**config.mk**
```make
export PLATFORM = sky130hd
export DESIGN_NAME = frame_input_retransmit_window
export DESIGN_NICKNAME = d
export VERILOG_FILES = /design/src/design/frw_pkg.sv /design/src/design/frame_input_retransmit_window.sv /design/src/design/frw_ram.sv /design/src/design/frw_ctrl.sv
export SDC_FILE = /design/constraint.sdc
export NUM_CORES = 2
export LEC_CHECK = 0
export BUFFER_PORTS_ARGS = -buffer_cell sky130_fd_sc_hd__clkbuf_2
export CAP_MARGIN = 20
export CORE_MARGIN = 2
export CORE_UTILIZATION = 35
export CTS_CLUSTER_DIAMETER = 60
export CTS_CLUSTER_SIZE = 8
export DETAILED_ROUTE_END_ITERATION = 6
export PLACE_DENSITY = 0.53
export REMOVE_ABC_BUFFERS = 1
export SYNTH_ARGS = -nofsm -noshare
export SYNTH_HDL_FRONTEND = slang
export SYNTH_SLANG_ARGS = --single-unit
```
**constraint.sdc**
```tcl
create_clock -name clk -period 12 [get_ports clk]
set_clock_uncertainty 0.2 [all_clocks]
set_input_delay 1.2 -clock clk [delete_from_list [all_inputs] [get_ports clk]]
set_output_delay 1.2 -clock clk [all_outputs]
set_load 0.02 [all_outputs]
```
**src/design/frw_pkg.sv**
```systemverilog
// ----------------------------------------------------------------------------
// frw_pkg
// Types, constants and helpers shared by the retransmit window modules.
// ----------------------------------------------------------------------------
package frw_pkg;

	localparam int WINDOW_DEPTH = 64;
	localparam int SLOT_W = (WINDOW_DEPTH > 1) ? $clog2(WINDOW_DEPTH) : 1;
	localparam int COUNT_W = $clog2(WINDOW_DEPTH + 1);
	localparam int SUM_W = $clog2(2 * WINDOW_DEPTH);
	localparam int FRAME_W = 32;
	localparam int DIFF_W = FRAME_W + 1;
	localparam int WORD_W = 64;
	localparam int OFFSET_W = 6;
	localparam int TICKS_W = 16;
	localparam int OP_W = 2;
	localparam int IN_DATA_W = 96;
	localparam int OUT_DATA_W = 104;
	localparam logic [TICKS_W-1:0] RETRY_TICKS_RESET = TICKS_W'(100);

	typedef enum logic [OP_W-1:0] {
		OP_PUSH  = 2'd0,
		OP_ACK   = 2'd1,
		OP_TICK  = 2'd2,
		OP_CLEAR = 2'd3
	} op_t;

	typedef enum logic {
		REG_ENABLED     = 1'b0,
		REG_RETRY_TICKS = 1'b1
	} reg_idx_t;

	typedef enum logic [1:0] {
		ST_IDLE,
		ST_EVAL,
		ST_APPLY,
		ST_EMIT
	} state_t;

	typedef struct packed {
		logic               enabled;
		logic [TICKS_W-1:0] retry_ticks;
	} cfg_t;

	typedef struct packed {
		logic              we;
		logic [SLOT_W-1:0] waddr;
		logic [WORD_W-1:0] wdata;
		logic              re;
		logic [SLOT_W-1:0] raddr;
	} ram_req_t;

	// slot = (a + b) mod depth, with a + b below twice the depth
	function automatic logic [SLOT_W-1:0] wrap_slot(input logic [SUM_W-1:0] s);
		logic [SUM_W-1:0] r;
		r = (s >= SUM_W'(WINDOW_DEPTH)) ? s - SUM_W'(WINDOW_DEPTH) : s;
		return r[SLOT_W-1:0];
	endfunction

endpackage

```
**src/design/frame_input_retransmit_window.sv**
```systemverilog
// ----------------------------------------------------------------------------
// frame_input_retransmit_window
// Sliding retransmit window of per-frame 64-bit input words.
// ----------------------------------------------------------------------------
// One command beat is taken at a time. Push, acknowledge, clear and a tick
// that sends nothing each pass through accept, frame offset subtract and
// window update. A tick that sends then reads the run of held entries from
// the word store through its single registered read port at one entry per
// cycle while the sink is ready. The next command is accepted as soon as the
// last read of a run is issued, while the final beat may still wait on the
// master side. The word store is never cleared; only written entries are read.
// ----------------------------------------------------------------------------
module frame_input_retransmit_window (
	input  logic                             clk,
	input  logic                             arst_n,
	// config write channel
	input  logic                             cfg_valid,
	output logic                             cfg_ready,
	input  logic                             cfg_index,
	input  logic [frw_pkg::TICKS_W-1:0]      cfg_data,
	// command stream
	input  logic                             s_tvalid,
	output logic                             s_tready,
	input  logic [frw_pkg::IN_DATA_W-1:0]    s_tdata,   // frame_number[31:0], input_word[95:32]
	input  logic [frw_pkg::OP_W-1:0]         s_tuser,   // opcode[1:0]
	// window run stream
	output logic                             m_tvalid,
	input  logic                             m_tready,
	output logic [frw_pkg::OUT_DATA_W-1:0]   m_tdata,   // window_start[31:0], entry_offset[37:32],
	                                                    // entry_word[101:38], zero pad[103:102]
	output logic                             m_tlast    // last_entry
);
	import frw_pkg::*;

	cfg_t                cfg_q;
	ram_req_t            ram_req;
	logic [WORD_W-1:0]   rd_word;
	logic [FRAME_W-1:0]  out_start;
	logic [OFFSET_W-1:0] out_offset;

	assign cfg_ready = 1'b1;

	always_ff @(posedge clk or negedge arst_n) begin
		if (!arst_n) begin
			cfg_q.enabled     <= 1'b0;
			cfg_q.retry_ticks <= RETRY_TICKS_RESET;
		end else if (cfg_valid) begin
			case (reg_idx_t'(cfg_index))
				REG_ENABLED:     cfg_q.enabled     <= cfg_data[0];
				REG_RETRY_TICKS: cfg_q.retry_ticks <= cfg_data;
				default: begin
				end
			endcase
		end
	end

	frw_ctrl u_ctrl (
		.clk        (clk),
		.arst_n     (arst_n),
		.cfg        (cfg_q),
		.in_valid   (s_tvalid),
		.in_ready   (s_tready),
		.in_op      (op_t'(s_tuser)),
		.in_frame   (s_tdata[FRAME_W-1:0]),
		.in_word    (s_tdata[FRAME_W +: WORD_W]),
		.ram_req    (ram_req),
		.out_valid  (m_tvalid),
		.out_ready  (m_tready),
		.out_start  (out_start),
		.out_offset (out_offset),
		.out_last   (m_tlast)
	);

	frw_ram #(
		.WIDTH (WORD_W),
		.DEPTH (WINDOW_DEPTH)
	) u_store (
		.clk   (clk),
		.we    (ram_req.we),
		.waddr (ram_req.waddr),
		.wdata (ram_req.wdata),
		.re    (ram_req.re),
		.raddr (ram_req.raddr),
		.rdata (rd_word)
	);

	assign m_tdata = {2'b00, rd_word, out_offset, out_start};

endmodule

```
**src/design/frw_ram.sv**
```systemverilog
// ----------------------------------------------------------------------------
// frw_ram
// Generic single-write, single-read RAM with registered read data.
// ----------------------------------------------------------------------------
module frw_ram #(
	parameter int WIDTH = 64,
	parameter int DEPTH = 64
) (
	input  logic                                        clk,
	input  logic                                        we,
	input  logic [((DEPTH > 1) ? $clog2(DEPTH) : 1)-1:0] waddr,
	input  logic [WIDTH-1:0]                            wdata,
	input  logic                                        re,
	input  logic [((DEPTH > 1) ? $clog2(DEPTH) : 1)-1:0] raddr,
	output logic [WIDTH-1:0]                            rdata
);

	logic [WIDTH-1:0] mem_q [DEPTH];

	always_ff @(posedge clk) begin
		if (we) begin
			mem_q[waddr] <= wdata;
		end
		if (re) begin
			rdata <= mem_q[raddr];
		end
	end

endmodule

```
**src/design/frw_ctrl.sv**
```systemverilog
// ----------------------------------------------------------------------------
// frw_ctrl
// Window sequencer: offset compute, state update, store writes and run reads.
// ----------------------------------------------------------------------------
module frw_ctrl (
	input  logic                           clk,
	input  logic                           arst_n,
	input  frw_pkg::cfg_t                  cfg,
	input  logic                           in_valid,
	output logic                           in_ready,
	input  frw_pkg::op_t                   in_op,
	input  logic [frw_pkg::FRAME_W-1:0]    in_frame,
	input  logic [frw_pkg::WORD_W-1:0]     in_word,
	output frw_pkg::ram_req_t              ram_req,
	output logic                           out_valid,
	input  logic                           out_ready,
	output logic [frw_pkg::FRAME_W-1:0]    out_start,
	output logic [frw_pkg::OFFSET_W-1:0]   out_offset,
	output logic                           out_last
);
	import frw_pkg::*;

	state_t              state_q, state_d;
	op_t                 op_q;
	logic [FRAME_W-1:0]  frame_q;
	logic [WORD_W-1:0]   word_q;
	logic [DIFF_W-1:0]   d_s1;

	logic [FRAME_W-1:0]  start_q;
	logic [COUNT_W-1:0]  held_q;
	logic [SLOT_W-1:0]   head_q;
	logic                changed_q;
	logic [TICKS_W-1:0]  countdown_q;
	logic [COUNT_W-1:0]  k_q;
	logic                valid_q;

	logic                d_neg, d_pos, d_lt_h, d_gt_h;
	logic [COUNT_W-1:0]  d_small;
	logic [COUNT_W-1:0]  h1;
	logic                restart;
	logic [TICKS_W-1:0]  cd_dec;
	logic                send;
	logic                issue;
	logic                k_last;
	logic [COUNT_W-1:0]  ack_n;

	assign d_neg   = d_s1[DIFF_W-1];
	assign d_pos   = !d_neg && (d_s1 != '0);
	assign d_lt_h  = d_neg || (d_s1 < DIFF_W'(held_q));
	assign d_gt_h  = !d_neg && (d_s1 > DIFF_W'(held_q));
	assign d_small = d_s1[COUNT_W-1:0];
	assign h1      = ((held_q != '0) && d_lt_h) ? (d_pos ? d_small : '0) : held_q;
	assign restart = (h1 == '0) || d_gt_h;
	assign ack_n   = d_lt_h ? d_small : held_q;
	assign cd_dec  = (countdown_q != '0) ? countdown_q - 1'b1 : countdown_q;
	assign send    = (held_q != '0) && (changed_q || (cd_dec == '0));
	assign k_last  = (k_q + 1'b1) == held_q;

	// next state
	always_comb begin
		state_d = state_q;
		case (state_q)
			ST_IDLE: begin
				if (in_valid) state_d = ST_EVAL;
			end
			ST_EVAL: begin
				state_d = ST_APPLY;
			end
			ST_APPLY: begin
				state_d = (op_q == OP_TICK && send) ? ST_EMIT : ST_IDLE;
			end
			ST_EMIT: begin
				if (issue && k_last) state_d = ST_IDLE;
			end
			default: begin
				state_d = ST_IDLE;
			end
		endcase
	end

	// outputs
	always_comb begin
		in_ready      = 1'b0;
		issue         = 1'b0;
		ram_req.we    = 1'b0;
		ram_req.waddr = restart ? '0 : wrap_slot(SUM_W'(head_q) + SUM_W'(h1));
		ram_req.wdata = word_q;
		ram_req.raddr = wrap_slot(SUM_W'(head_q) + SUM_W'(k_q));
		case (state_q)
			ST_IDLE: begin
				in_ready = 1'b1;
			end
			ST_APPLY: begin
				ram_req.we = (op_q == OP_PUSH) && cfg.enabled && !d_neg;
			end
			ST_EMIT: begin
				issue = !valid_q || out_ready;
			end
			default: begin
			end
		endcase
		ram_req.re = issue;
	end

	always_ff @(posedge clk) begin
		if (state_q == ST_IDLE && in_valid) begin
			op_q    <= in_op;
			frame_q <= in_frame;
			word_q  <= in_word;
		end
		if (state_q == ST_EVAL) begin
			d_s1 <= {frame_q[FRAME_W-1], frame_q} - {start_q[FRAME_W-1], start_q};
		end
		if (issue) begin
			out_start  <= start_q;
			out_offset <= OFFSET_W'(k_q);
			out_last   <= k_last;
		end
	end

	always_ff @(posedge clk or negedge arst_n) begin
		if (!arst_n) begin
			state_q     <= ST_IDLE;
			start_q     <= '0;
			held_q      <= '0;
			head_q      <= '0;
			changed_q   <= 1'b0;
			countdown_q <= '0;
			k_q         <= '0;
			valid_q     <= 1'b0;
		end else begin
			state_q <= state_d;
			if (issue) begin
				valid_q <= 1'b1;
				k_q     <= k_q + 1'b1;
			end else if (out_ready) begin
				valid_q <= 1'b0;
			end
			if (state_q == ST_APPLY) begin
				k_q <= '0;
				case (op_q)
					OP_PUSH: begin
						if (cfg.enabled) begin
							if (d_neg) begin
								held_q <= h1;
							end else begin
								changed_q <= 1'b1;
								if (restart) begin
									start_q <= frame_q;
									if (WINDOW_DEPTH == 1) begin
										held_q <= COUNT_W'(1);
										head_q <= '0;
									end else begin
										held_q <= COUNT_W'(1);
										head_q <= '0;
									end
								end else if (h1 == COUNT_W'(WINDOW_DEPTH)) begin
									head_q  <= wrap_slot(SUM_W'(head_q) + SUM_W'(1));
									start_q <= start_q + 1'b1;
									held_q  <= h1;
								end else begin
									held_q <= h1 + 1'b1;
								end
							end
						end
					end
					OP_ACK: begin
						if (held_q != '0 && d_pos) begin
							head_q  <= wrap_slot(SUM_W'(head_q) + SUM_W'(ack_n));
							start_q <= start_q + FRAME_W'(ack_n);
							held_q  <= held_q - ack_n;
						end
					end
					OP_TICK: begin
						if (send) begin
							changed_q   <= 1'b0;
							countdown_q <= cfg.retry_ticks;
						end else begin
							countdown_q <= cd_dec;
						end
					end
					OP_CLEAR: begin
						held_q    <= '0;
						head_q    <= '0;
						start_q   <= '0;
						changed_q <= 1'b0;
					end
					default: begin
					end
				endcase
			end
		end
	end

	assign out_valid = valid_q;

endmodule

```
==> results.txt <==
Total clock buffers created by CTS: 634
Seq/Total Area, Yosys: 0.770
Fin crit share: 0.631
WP data arrival: 8050 ps
Nets: 8440
Required @ worst endpoint: 12480 ps
Fmax: 0.132 GHz
Total power divided by cell area: 279 nW/µm²
Post-synth top area cell: edfxtp_1
Clock tree buffer depth: 4
DP HPWL: 283000 µm
Pin count of the biggest net entering global routing: 112
Cell variety after synth: 81
Total vias in the final route: 83.2k
CTS H-tree depth: 6
Max Slew Vio Count: 0
Async S/R FF share, synth: 0.0201
Synth Register Bits: 4419
CP Capture Type: register
Synthesized instance count: 7478
Area delta synth->final: 16.6%
Row count: 257
DP Area: 182000 µm²
Initial DRC count: 10.3k
Root Driver: clkbuf_16
RSZ-0062 raised after global routing: false
Core area: 489000 µm²
Min cycle time layout: 7580 ps
Fin Setup TNS: 0 ps
Placed Cells incl. Taps: 14.1k
CTS tree: yes
Design Area, Final: 200000 µm²
Via density per instance: 5.61
First-pass GRT wire length: 681000 µm
Most used flip-flop cell after synthesis: edfxtp_1
Clock sink count: 4419
Worst slew margin: 0.199
Vias in the first global route: 85.0k
Routability congestion estimate: 0.845
Residual DRC: 0
Worst Hold Class: in -> reg
Fillcell total: 42.2k
Syn Area/Cell: 23.0 µm²
Antenna violations before repair: 37
Final wirelength: 489000 µm
Final hold slack: 95.6 ps
Number of flops mapped to enable cells by yosys: 4330
Yosys warns: 0
Layout cells sized above 1: 0.313
PostCTS Resize Cnt: 0
Die Wd: 704 µm
Largest cells by area after synthesis: edfxtp_1 76%, mux4_2 17%, dfrtp_1 1.3%, ha_1 0.54%, clkbuf_1 0.52%
Finished Layout Cells: 14.8k
Setup WS pre-CTS: 4450 ps
Crit Path Max Fanout: 53
Worst skew pair latency: 1060 ps
Gr usage total: 0.193
Crit path launch type: register
Die area: 496000 µm²
IO Port Bufs: 224
Clock transition at path regs: 50 ps
Yosys top cell area share: 0.757
Total I/O pin count: 228
CP Class: reg -> reg
Setup ws final: 4420 ps
Tightest Pin Transition: 1170 ps
GRT overflow: 0
Final setup viols: 0
Max cap viols: 0
Max VDD drop: 445 µV
Initial Util: 0.351
Static Leak: 62.2 nW
Status: completed
ANT nets after route: 0
Average wire per standard cell: 32.9 µm
Final hold vios: 0
Post-Syn Area: 172000 µm²
Total iterations of the first detailed-routing run: 6
Die Ht: 704 µm
==> state kept, by name, summed over array words and instances (netlist names) <==
signal / flops
cfg_q: 17
u_ctrl.head_q: 6
u_store.rdata: 64
u_ctrl.state_q: 2
u_ctrl.start_q: 32
u_ctrl.out_last: 1
u_ctrl.held_q: 7
u_ctrl.d_s1: 33
u_ctrl.changed_q: 1
u_ctrl.out_start: 32
u_ctrl.frame_q: 32
u_ctrl.op_q: 2
u_ctrl.out_offset: 6
u_ctrl.k_q: 7
u_ctrl.word_q: 64
u_ctrl.out_valid: 1
u_store.mem_q: 4096
u_ctrl.countdown_q: 16
==> cell families after synthesis <==
kind of cell	after synthesis	synth area share
compound gates	481	0.0182
fa+ha+maj	80	0.00609
other cells	2	0.0000437
buf+inv	452	0.0102
flops	4419	0.770
mux	1384	0.174
simple gates	570	0.0164
xor+xnor	90	0.00459
==> path summary, 6_finish.rpt <==
check	from	end	slack, ps	depth (start not counted)
hold reg to reg	u_ctrl.start_q[27]	u_ctrl.out_start[27]	300	0
min in group asynchronous	arst_n	u_ctrl.start_q[30]	410	2
max in group asynchronous	arst_n	u_ctrl.held_q[0]	9920	3
hold / removal	s_tdata[83]	u_ctrl.word_q[51]	100	1
setup reg to reg	u_ctrl.held_q[1]	u_store.mem_q[52][11]	4420	17
setup / recovery	u_ctrl.held_q[1]	u_store.mem_q[52][11]	4420	17
==> worst max-delay path, stage by stage, from the launching register on <==
cell and delay (ps):
dfrtp_1 430, inv_1 150, ha_1 330, nor2b_1 140, o21a_1 180, o21ai_0 300, a21o_1 370, nand3_1 150
a21oi_1 540, inv_1 130, ha_1 270, a21oi_1 200, mux2_2 180, buf_4 550, and2_1 320, nand3_1 750
nor2_4 1140, buf_4 710
==> area by class of cell <==
cell class,instances,area [µm²],area share
Sequential cell,4419,132000,0.661
Multi-Input combinational cell,2608,38300,0.191
Clock buffer,668,16200,0.0808
Tap cell,6475,8100,0.0405
Timing Repair Buffer,497,3700,0.0185
Clock inverter,73,1280,0.00641
Inverter,80,308,0.00154
Antenna cell,18,45.0,0.000225
==> cells in the mapped netlist, drive strengths merged (18+ instances only) <==
| master | number |
|---|---|
| nand4 | 21 |
| inv | 79 |
| nand2 | 103 |
| o211ai | 22 |
| dfrtp | 86 |
| a21o | 22 |
| xnor2 | 72 |
| nor2 | 171 |
| o21ai | 91 |
| xor2 | 18 |
| a211oi | 79 |
| mux2i | 82 |
| mux4 | 1280 |
| edfxtp | 4330 |
| ha | 74 |
| clkbuf | 240 |
| mux2 | 22 |
| buf | 132 |
| nand3 | 65 |
| a21oi | 140 |
| nor2b | 79 |
| nor3 | 40 |
==> routing by layer <==
metal,GRT usage,vias to the layer above,share of wire,routed length (µm)
met5,0,-,0,0
met3,0.0315,715,0.067,32800
met4,0.0508,0,0.027,13000
met2,0.320,3421,0.49,242000
met1,0.265,45800,0.41,201000
li1,-,33200,-,-
==> cell usage in the layout (no fill, tap or decap), types with 22 or more instances in the layout <==
master,synthesis,final
a211oi_1,78,72
a21o_1,22,22
a21oi_1,139,138
buf_12,0,32
buf_4,4,225
clkbuf_1,240,24
clkbuf_16,0,641
clkbuf_2,0,223
dfrtp_1,86,86
edfxtp_1,4330,4330
ha_1,74,73
inv_1,79,78
mux2_2,22,22
mux2i_1,82,81
mux4_2,1280,1280
nand2_1,103,103
nand3_1,62,62
nor2_1,171,108
nor2_4,0,63
nor2b_1,79,78
nor3_1,39,39
o211ai_1,22,22
o21ai_0,83,83
xnor2_1,72,68
==> metrics by stage <==
step / util / total power [mW]
final: 0.409 / 55.9
after CTS: 0.409 / 56.7
after detailed placement: 0.373 / 40.6
after global routing: 0.409 / 58.0
after floorplan: - / 31.3
after global placement: 0.373 / 40.4
==> repair_timing <==
item / 4_1_cts / 5_1_grt
endpoints found under the hold margin: 30 / 0
setup buffers: 0 / 0
hold buffers: 7 / 0
==> report_power, final <==
part	leakage, nW	switching, mW	internal (mW)	total, mW
Sequential	40.1	0.408	18.2	18.6
Combinational	13.6	12.4	8.82	21.2
Clock	8.50	6.42	9.58	16.0
Total	62.2	19.2	36.6	55.9
No activity file was read; power rests on OpenSTA's default activity.
